File: src/hdl/poly_counter_noise_and_prescaler_unit_macros.svh
// Assertion macros for the polynomial counter and prescaler unit.
`ifndef POLY_COUNTER_NOISE_AND_PRESCALER_UNIT_MACROS_SVH
`define POLY_COUNTER_NOISE_AND_PRESCALER_UNIT_MACROS_SVH

`ifndef SYNTHESIS

// Same-cycle implication, checked outside reset.
`define PCNP_ASSERT_SAME(lbl, ante, cons) \
  lbl: assert property (@(posedge clk_i) disable iff (!rst_ni) (ante) |-> (cons)) \
    else $error("pcnp same-cycle check failed");

// Next-cycle implication, checked outside reset.
`define PCNP_ASSERT_NEXT(lbl, ante, cons) \
  lbl: assert property (@(posedge clk_i) disable iff (!rst_ni) (ante) |=> (cons)) \
    else $error("pcnp next-cycle check failed");

`else

`define PCNP_ASSERT_SAME(lbl, ante, cons)
`define PCNP_ASSERT_NEXT(lbl, ante, cons)

`endif

`endif

File: src/hdl/pcnp_pkg.sv
// Constants and types for the polynomial counter and prescaler unit.
package pcnp_pkg;

  localparam int unsigned FastW = 5;
  localparam int unsigned SlowW = 7;

  localparam logic [FastW-1:0] FastReset  = 5'd19;
  localparam logic [FastW-1:0] FastReload = 5'd28;
  localparam logic [SlowW-1:0] SlowReset  = 7'd78;
  localparam logic [SlowW-1:0] SlowReload = 7'd114;

  localparam logic [3:0]  Lfsr4Reset  = 4'h0f;
  localparam logic [4:0]  Lfsr5Reset  = 5'h1f;
  localparam logic [8:0]  Lfsr9Reset  = 9'h1ff;
  localparam logic [16:0] Lfsr17Reset = 17'h1ffff;

  localparam int unsigned Tap4  = 1;
  localparam int unsigned Tap5  = 2;
  localparam int unsigned Tap9  = 5;
  localparam int unsigned Tap17 = 5;

  localparam logic [3:0] Hist5ResetLow = 4'hf;

  typedef struct packed {
    logic       pulse_fast;
    logic       pulse_slow;
    logic [7:0] random_byte;
    logic       bit_four;
    logic       bit_five;
    logic       bit_nine;
    logic       bit_seventeen;
  } pcnp_result_t;

endpackage

File: src/hdl/poly_counter_noise_and_prescaler_unit.sv
// Top level: four-LFSR polynomial counter bank with two prescalers.
//
//  channel | direction | handshake                | payload
//  --------+-----------+--------------------------+-----------------------------------------
//  in      | input     | in_valid_i / in_ready_o   | in_enable_i, in_sample_phase_i
//  out     | output    | out_valid_o / out_ready_i | pulses, random byte, four history bits
//  cfg     | input     | cfg_valid_i / cfg_ready_o | cfg_random_from_nine_i
//
// One beat per cycle unless the output stalls: state is updated and the result registered
// on acceptance and shows in the next cycle. Throughput is set by the single output register.
// rst_ni clears all state but the result register to its reset values; cfg is always ready.
// A stalled output holds its beat; input is taken when the output register is free or drains.
`include "poly_counter_noise_and_prescaler_unit_macros.svh"

module poly_counter_noise_and_prescaler_unit
  import pcnp_pkg::*;
#(
  parameter int unsigned HISTORY_BITS = 32
) (
  input  logic       clk_i,
  input  logic       rst_ni,
  input  logic       cfg_valid_i,
  output logic       cfg_ready_o,
  input  logic       cfg_random_from_nine_i,
  input  logic       in_valid_i,
  output logic       in_ready_o,
  input  logic       in_enable_i,
  input  logic [4:0] in_sample_phase_i,
  output logic       out_valid_o,
  input  logic       out_ready_i,
  output logic       pulse_fast_o,
  output logic       pulse_slow_o,
  output logic [7:0] random_byte_o,
  output logic       bit_four_o,
  output logic       bit_five_o,
  output logic       bit_nine_o,
  output logic       bit_seventeen_o
);

  localparam logic [HISTORY_BITS-1:0] Hist5Reset = {{(HISTORY_BITS-4){1'b0}}, Hist5ResetLow};

  logic                    from_nine_q;
  logic [FastW-1:0]        count_fast_q, count_fast_d;
  logic [SlowW-1:0]        count_slow_q, count_slow_d;
  logic [3:0]              lfsr4_q, lfsr4_d;
  logic [4:0]              lfsr5_q, lfsr5_d;
  logic [8:0]              lfsr9_q, lfsr9_d;
  logic [16:0]             lfsr17_q, lfsr17_d;
  logic [HISTORY_BITS-1:0] hist4_q, hist4_d;
  logic [HISTORY_BITS-1:0] hist5_q, hist5_d;
  logic [HISTORY_BITS-1:0] hist9_q, hist9_d;
  logic [HISTORY_BITS-1:0] hist17_q, hist17_d;
  logic [FastW-1:0]        fast_dec;
  logic [SlowW-1:0]        slow_dec;
  logic                    in_fire;
  logic                    out_valid_q;
  pcnp_result_t            res_d, res_q;
  logic [HISTORY_BITS-1:0] sh4, sh5, sh9, sh17;

  assign cfg_ready_o = 1'b1;
  assign in_ready_o  = !out_valid_q || out_ready_i;
  assign in_fire     = in_valid_i && in_ready_o;

  always_comb begin
    fast_dec = count_fast_q - 1'b1;
    slow_dec = count_slow_q - 1'b1;
    res_d.pulse_fast = 1'b0;
    res_d.pulse_slow = 1'b0;
    if (!in_enable_i) begin
      count_fast_d = FastReset;
      count_slow_d = SlowReset;
      lfsr4_d      = Lfsr4Reset;
      lfsr5_d      = Lfsr5Reset;
      lfsr9_d      = Lfsr9Reset;
      lfsr17_d     = Lfsr17Reset;
      hist4_d      = '0;
      hist5_d      = Hist5Reset;
      hist9_d      = '0;
      hist17_d     = '0;
    end else begin
      lfsr4_d  = {lfsr4_q[0] ^ lfsr4_q[Tap4], lfsr4_q[3:1]};
      lfsr5_d  = {lfsr5_q[0] ^ lfsr5_q[Tap5], lfsr5_q[4:1]};
      lfsr9_d  = {lfsr9_q[0] ^ lfsr9_q[Tap9], lfsr9_q[8:1]};
      lfsr17_d = {lfsr17_q[0] ^ lfsr17_q[Tap17], lfsr17_q[16:1]};
      hist4_d  = {hist4_q[HISTORY_BITS-2:0], ~lfsr4_d[0]};
      hist5_d  = {hist5_q[HISTORY_BITS-2:0], lfsr5_d[0]};
      hist9_d  = {hist9_q[HISTORY_BITS-2:0], ~lfsr9_d[0]};
      hist17_d = {hist17_q[HISTORY_BITS-2:0], ~lfsr17_d[0]};
      if (fast_dec == '0) begin
        count_fast_d     = FastReload;
        res_d.pulse_fast = 1'b1;
      end else begin
        count_fast_d = fast_dec;
      end
      if (slow_dec == '0) begin
        count_slow_d     = SlowReload;
        res_d.pulse_slow = 1'b1;
      end else begin
        count_slow_d = slow_dec;
      end
    end
    // phases past the history width shift everything out and read 0
    sh4  = hist4_d >> in_sample_phase_i;
    sh5  = hist5_d >> in_sample_phase_i;
    sh9  = hist9_d >> in_sample_phase_i;
    sh17 = hist17_d >> in_sample_phase_i;
    res_d.random_byte   = from_nine_q ? lfsr9_d[8:1] : lfsr17_d[16:9];
    res_d.bit_four      = sh4[0];
    res_d.bit_five      = sh5[0];
    res_d.bit_nine      = sh9[0];
    res_d.bit_seventeen = sh17[0];
  end

  always_ff @(posedge clk_i or negedge rst_ni) begin
    if (!rst_ni) begin
      from_nine_q  <= 1'b0;
      count_fast_q <= FastReset;
      count_slow_q <= SlowReset;
      lfsr4_q      <= Lfsr4Reset;
      lfsr5_q      <= Lfsr5Reset;
      lfsr9_q      <= Lfsr9Reset;
      lfsr17_q     <= Lfsr17Reset;
      hist4_q      <= '0;
      hist5_q      <= Hist5Reset;
      hist9_q      <= '0;
      hist17_q     <= '0;
      out_valid_q  <= 1'b0;
    end else begin
      if (cfg_valid_i) begin
        from_nine_q <= cfg_random_from_nine_i;
      end
      if (in_fire) begin
        count_fast_q <= count_fast_d;
        count_slow_q <= count_slow_d;
        lfsr4_q      <= lfsr4_d;
        lfsr5_q      <= lfsr5_d;
        lfsr9_q      <= lfsr9_d;
        lfsr17_q     <= lfsr17_d;
        hist4_q      <= hist4_d;
        hist5_q      <= hist5_d;
        hist9_q      <= hist9_d;
        hist17_q     <= hist17_d;
        out_valid_q  <= 1'b1;
      end else if (out_ready_i) begin
        out_valid_q <= 1'b0;
      end
    end
  end

  always_ff @(posedge clk_i) begin
    if (in_fire) begin
      res_q <= res_d;
    end
  end

  assign out_valid_o     = out_valid_q;
  assign pulse_fast_o    = res_q.pulse_fast;
  assign pulse_slow_o    = res_q.pulse_slow;
  assign random_byte_o   = res_q.random_byte;
  assign bit_four_o      = res_q.bit_four;
  assign bit_five_o      = res_q.bit_five;
  assign bit_nine_o      = res_q.bit_nine;
  assign bit_seventeen_o = res_q.bit_seventeen;

  `PCNP_ASSERT_NEXT(a_accept_gives_beat, in_fire, out_valid_o)
  `PCNP_ASSERT_SAME(a_stall_blocks_input, out_valid_o && !out_ready_i, !in_ready_o)
  `PCNP_ASSERT_NEXT(a_disabled_no_pulse, in_fire && !in_enable_i,
                    !pulse_fast_o && !pulse_slow_o)
  `PCNP_ASSERT_NEXT(a_fast_pulse_reload, in_fire,
                    pulse_fast_o == (count_fast_q == FastReload))

endmodule
File: config.mk
export PLATFORM = sky130hd
export DESIGN_NAME = poly_counter_noise_and_prescaler_unit
export DESIGN_NICKNAME = d
export VERILOG_FILES = /design/src/hdl/pcnp_pkg.sv /design/src/hdl/poly_counter_noise_and_prescaler_unit.sv
export VERILOG_INCLUDE_DIRS = /design/src /design/src/hdl
export SDC_FILE = /design/constraint.sdc
export NUM_CORES = 1
export LEC_CHECK = 0
export BUFFER_PORTS_ARGS = -buffer_cell sky130_fd_sc_hd__buf_4
export CORE_ASPECT_RATIO = 0.8
export CORE_UTILIZATION = 56
export DETAILED_ROUTE_END_ITERATION = 16
export HOLD_SLACK_MARGIN = 0.05
export PLACE_DENSITY_LB_ADDON = 0.05
export SLEW_MARGIN = 0
export SYNTH_ARGS = -nofsm -noshare
export SYNTH_HDL_FRONTEND = slang
export SYNTH_SLANG_ARGS = --single-unit
File: constraint.sdc
create_clock -name clk_i -period 1.66 [get_ports clk_i]
set_input_delay 0.332 -clock clk_i [delete_from_list [all_inputs] [get_ports clk_i]]
set_output_delay 0.332 -clock clk_i [all_outputs]
set_load 0.01 [all_outputs]
**Yosys cells after proc, flatten, opt, wreduce, memory -nomap -nowiden**

Index checks and enable logic that the tools add are counted.
W data, S select, Z words.

- Muxes and demuxes: 17
- Add/subtract/negate cells: 2
- Shift operators: 4
- Bitwise logic cells: 7
- Reduce and logical (&&, ||, !) cells: 6

Operators by type and width:

| kind | number |
|---|---|
| $mux W32 | 4 |
| $shr A32 B5 Y1 | 4 |
| $mux W17 | 1 |
| $mux W5 | 3 |
| $mux W7 | 2 |
| $mux W9 | 1 |
| $mux W8 | 1 |
| $logic_not A7 Y1 | 1 |
| $sub A7 B1 Y7 const B | 1 |
| $logic_not A5 Y1 | 1 |
| $sub A5 B1 Y5 const B | 1 |
| $mux W1 | 4 |
| $mux W4 | 1 |
| $xor A1 B1 Y1 | 4 |
| $not A1 Y1 | 3 |
| $reduce_bool A2 Y1 | 1 |
| $logic_and A1 B1 Y1 | 1 |
| $logic_not A1 Y1 | 1 |
| $logic_or A1 B1 Y1 | 1 |

- Output and inout bits: 17
- Register bits after elaboration: 187
- Word-level logic and storage cells: 55

**Longest topological paths before layout**

- Depth after elaboration: 4
- Mapped depth: 8
- Mapped depth without buffers: 7

**Worst setup path after synthesis**

Ideal clock, no wire load.

- Kind: register -> register
- Start: register count_slow_q[1]
- End: register count_slow_q[0]
- Cell stages (with the launch flop): 7
- Data arrival time: 1.611 ns
- Data required time: 1.539 ns
- Slack: -0.072 ns
- Setup time: 0.121 ns
- Cells stage by stage: dfstp_2 > inv_1 > ha_1 > nor2_1 > a21oi_1 > or4_4 > a22o_1

- Cells in the longest elaborated chain, start to end: 4

RTL lines:

| what | line | RTL |
|---|---|---|
| start: declaration | poly_counter_noise_and_prescaler_unit.sv:44 | `logic [SlowW-1:0] count_slow_q, count_slow_d;` |
| start signal: assignment | poly_counter_noise_and_prescaler_unit.sv:118 | `count_slow_q <= SlowReset;` |
| start signal: assignment | poly_counter_noise_and_prescaler_unit.sv:134 | `count_slow_q <= count_slow_d;` |
| $sub A7 B1 Y7 | poly_counter_noise_and_prescaler_unit.sv:66 | `slow_dec = count_slow_q - 1'b1;` |
| $logic_not A7 Y1 | poly_counter_noise_and_prescaler_unit.sv:95 | `if (slow_dec == '0) begin` |
| $mux W7 | poly_counter_noise_and_prescaler_unit.sv:95 |  |
| $mux W7 | poly_counter_noise_and_prescaler_unit.sv:69 | `if (!in_enable_i) begin` |

No other way between the ends.
A chain may end at the register's enable or synchronous reset.

**Worst setup path after layout**

- Start: register count_slow_q[0]
- End: register count_slow_q[0]

- Cells in the longest elaborated chain, start to end: 4

RTL lines:

| what | line |
|---|---|
| $sub A7 B1 Y7 (*) | poly_counter_noise_and_prescaler_unit.sv:66 |
| $logic_not A7 Y1 | poly_counter_noise_and_prescaler_unit.sv:95 |
| $mux W7 (*) | poly_counter_noise_and_prescaler_unit.sv:95 |
| $mux W7 (*) | poly_counter_noise_and_prescaler_unit.sv:69 |

Mark *: on every way between the ends. The rest lies on a longest branch, timed or not.

==> qor_table.md <==
| Result | This run |
| --- | --- |
| Period utilization | 1.026 |
| Congestion Overflow GR | 0 |
| Share of async-settable or async-resettable flops after synthesis | 0.9247 |
| Type of element capturing the critical path | flip-flop |
| Port buffer count | 27 |
| First drt pass iteration count | 7 |
| Initial DRC Count | 617 |
| Post-synthesis sequential area ratio | 0.5387 |
| Vertical die dimension | 114.6 um |
| Clock transition at path regs | 0.07 ns |
| Post-synth top cells | 294 x nand2_1, 127 x dfrtp_1, 112 x o21ai_0 |
| Crit path kind | flip-flop to flip-flop |
| Avg Inst Size Synth | 9.274 um2 |
| Overall Power | 11.03 mW |
| Arrival time of the worst setup path | 2.02 ns |
| Total track usage | 0.2658 |
| Proportion of netlist area held by the largest area contributor | 0.3581 |
| Peak clock frequency supported by timing | 587.0 MHz |
| Filler cell count in the final layout | 1202 |
| Hold Path Class | primary input to flip-flop |
| Effective utilization at floorplan | 0.5814 |
| Via count of the first global-routing pass | 6644 |
| Fin crit period | 1.704 ns |
| Final WL | 19.98 mm |
| Number of distinct library cells after synthesis | 56 |
| Layer carrying the most global-route usage | met2 |
| Power density of the placed cells | 1077 nW/um2 |
| Result of the run | finished, violations left |
| Area used by sequential logic in the layout | 4781 um2 |
| Primary flip-flop cell chosen by synthesis mapping | dfrtp_1 |
| Area growth from synthesis to layout | 15.41% |
| RSZ-0062 raised after global routing | true |
| Actual slew at the worst max-slew pin | 0.5360 ns |
| Std-Cell Core Area | 15260 um2 |
| Finish-stage setup viols | 1 |
| Overall via count from detail_route | 6923 |
| Placement-stage worst setup slack | -0.2277 ns |
| Area occupied by multi-input gates | 3746 um2 |
| Clk_lat worst skew | 0.43 ns |
| Required time of the critical path | 1.98 ns |
| Total die area | 16360 um2 |
| Biggest fanout along the worst timing path | 5 |
| Hpwl dp | 12.89 mm |
| Row cnt | 40 |
| Number of buffers created by CTS | 17 |
| Max-slew headroom | 0.6427 |
| Number of nets in the layout | 1004 |
| Type of origin of the critical path | flip-flop |
| Global Route met1 Usage | 0.3790 |
| Final cell utilization of the core | 0.6710 |
| Diodes inserted | 0 |
| Violations in the final reports | negative setup slack |
| Cells after Synth | 957 |
| Worst VDD drop | 0.0006781 V |
| TritonCTS clock tree | built |
| Number of synthesized flops with an enable pin | 14 |
| Final clock skew | 0.009226 ns |
| Synthesis-stage register bit count | 186 |
| Register-to-Register Setup Slack | -0.04 ns |
| Smallest setup slack after layout | -0.04370 ns |
| Number of nets in the synthesized netlist | 973 |
| # H-tree levels | 4 |
| IO Pins | 29 |
| Synthesized cell area | 8875 um2 |
| Total count of max-transition violations in the final report | 0 |
| Final standard cell area without fillers | 10240 um2 |
| Buffer depth of the longest clock path | 2 |
| Routed length per instance | 16.50 um |
| Clk sink count | 186 |
| Die Span X | 142.7 um |
| Total of max-cap violations | 0 |
| Layout cells sized above 1 | 0.1948 |
| Most common cell in the synthesized netlist | nand2_1 |
| Leak Pwr | 4.688 nW |
| Antenna Violating Nets Remaining | 0 |
| DRC violations left | 0 |
| Post-route non-filler standard cell count | 1211 |
| Setup tns final | -0.04370 ns |
| Yosys warning total | 0 |
| First-pass GRT wire length | 33.62 mm |
| Final estimated routing congestion in global placement | 0.8917 |
| Cell count after placement | 1173 |
| Worst hold slack | 0.1266 ns |
| Met2 demand-to-capacity share in global routing | 0.4098 |
| Area contributors post-synth | dfrtp_1 36%, dfstp_2 13%, nand2_1 12% |
| Global Route met3 Usage | 0.05646 |
| Per-cell via count in the routed design | 5.717 |
| Cell type with the largest total area after synthesis | dfrtp_1 |
| Post-Place Cell Area | 9507 um2 |
| Antenna violations before repair | 0 |
| CTS root buf | clkbuf_16 |
| Maximum number of pins on one net before global-route repair | 122 |
| Final hold viol count | 0 |
-- cell families (layout without fill, tap and decap cells) --
family                   Yosys count  count (layout)  synth area share
AO/OA/AOI/OAI                    195             195            0.1310
flip-flops                       186             186            0.5387
AND/OR/NAND/NOR                  411             411            0.1924
other                              1               1         0.0004225
buffers and inverters             93             137           0.05259
adder cells (fa/ha/maj)            4               4          0.005640
XOR/XNOR                           5               5          0.004934
multiplexers                      62              62           0.07430
-- registers in the layout, indices dropped and copies added (netlist names), 5 cells and up --
register / flops
hist17_q: 31
hist4_q: 31
hist9_q: 31
hist5_q: 30
lfsr17_q: 17
lfsr9_q: 9
random_byte_o: 8
count_slow_q: 7
count_fast_q: 5
lfsr5_q: 5
-- area by class of cell --
type,instances,area share
Clock inverter,12,0.01014
Multi-Input combinational cell,678,0.3657
Sequential cell,186,0.4668
Clock buffer,20,0.04667
Tap cell,210,0.02565
Timing Repair Buffer,87,0.07818
Inverter,18,0.006841
-- worst paths after layout --
check	cells after the start	start	to
max reg2reg	6	count_slow_q[0]	count_slow_q[0]
max in group asynchronous	3	rst_ni	hist5_q[2]
min reg2reg	2	lfsr17_q[4]	lfsr17_q[4]
min in group asynchronous	2	rst_ni	count_slow_q[4]
max	6	count_slow_q[0]	count_slow_q[0]
min	2	cfg_random_from_nine_i	from_nine_q
-- placed cells by master, fill, tap and decap left out, drive strengths merged, types with 6 or more instances in the layout --
master / Yosys / final
a21oi: 9 / 9
a31oi: 12 / 12
buf: 41 / 86
clkbuf: 34 / 20
clkinv: 0 / 6
dfrtp: 127 / 127
dfstp: 45 / 45
edfxtp: 14 / 14
inv: 18 / 24
mux2i: 58 / 58
nand2: 295 / 295
nand2b: 6 / 6
nand3: 61 / 61
nor2: 28 / 28
o211ai: 7 / 7
o21ai: 113 / 113
o221ai: 10 / 10
o22ai: 19 / 19
o32ai: 6 / 6
-- critical path, cell delays in order, from the launching register on --
cell,delay (ns)
dfrtp_1,0.42
buf_4,0.15
nor2_2,0.15
xnor2_2,0.13
a21oi_2,0.07
or4_4,0.47
a22o_1,0.20
-- per-layer routing --
layer,vias to the layer above,wire (um)
li1,3327,-
met1,3440,9623
met2,135,9361
met3,21,729
met4,0,262
met5,-,0
-- repair_timing --
action	in CTS	in global routing
resized for setup	8	14
endpoints found under the setup margin	8	14
buffers inserted	1	4
hold endpoints to repair	9	0
pin swaps	0	1
hold buffers	1	0
-- power by group --
| part | leakage [nW] | internal, mW | switching (mW) | total, mW |
|---|---|---|---|---|
| Combinational | 2.04 | 0.737 | 0.911 | 1.65 |
| Clock | 0.289 | 2.13 | 1.86 | 3.99 |
| Sequential | 2.36 | 5.07 | 0.319 | 5.39 |
Note: power is estimated with default switching activity, not from simulation.
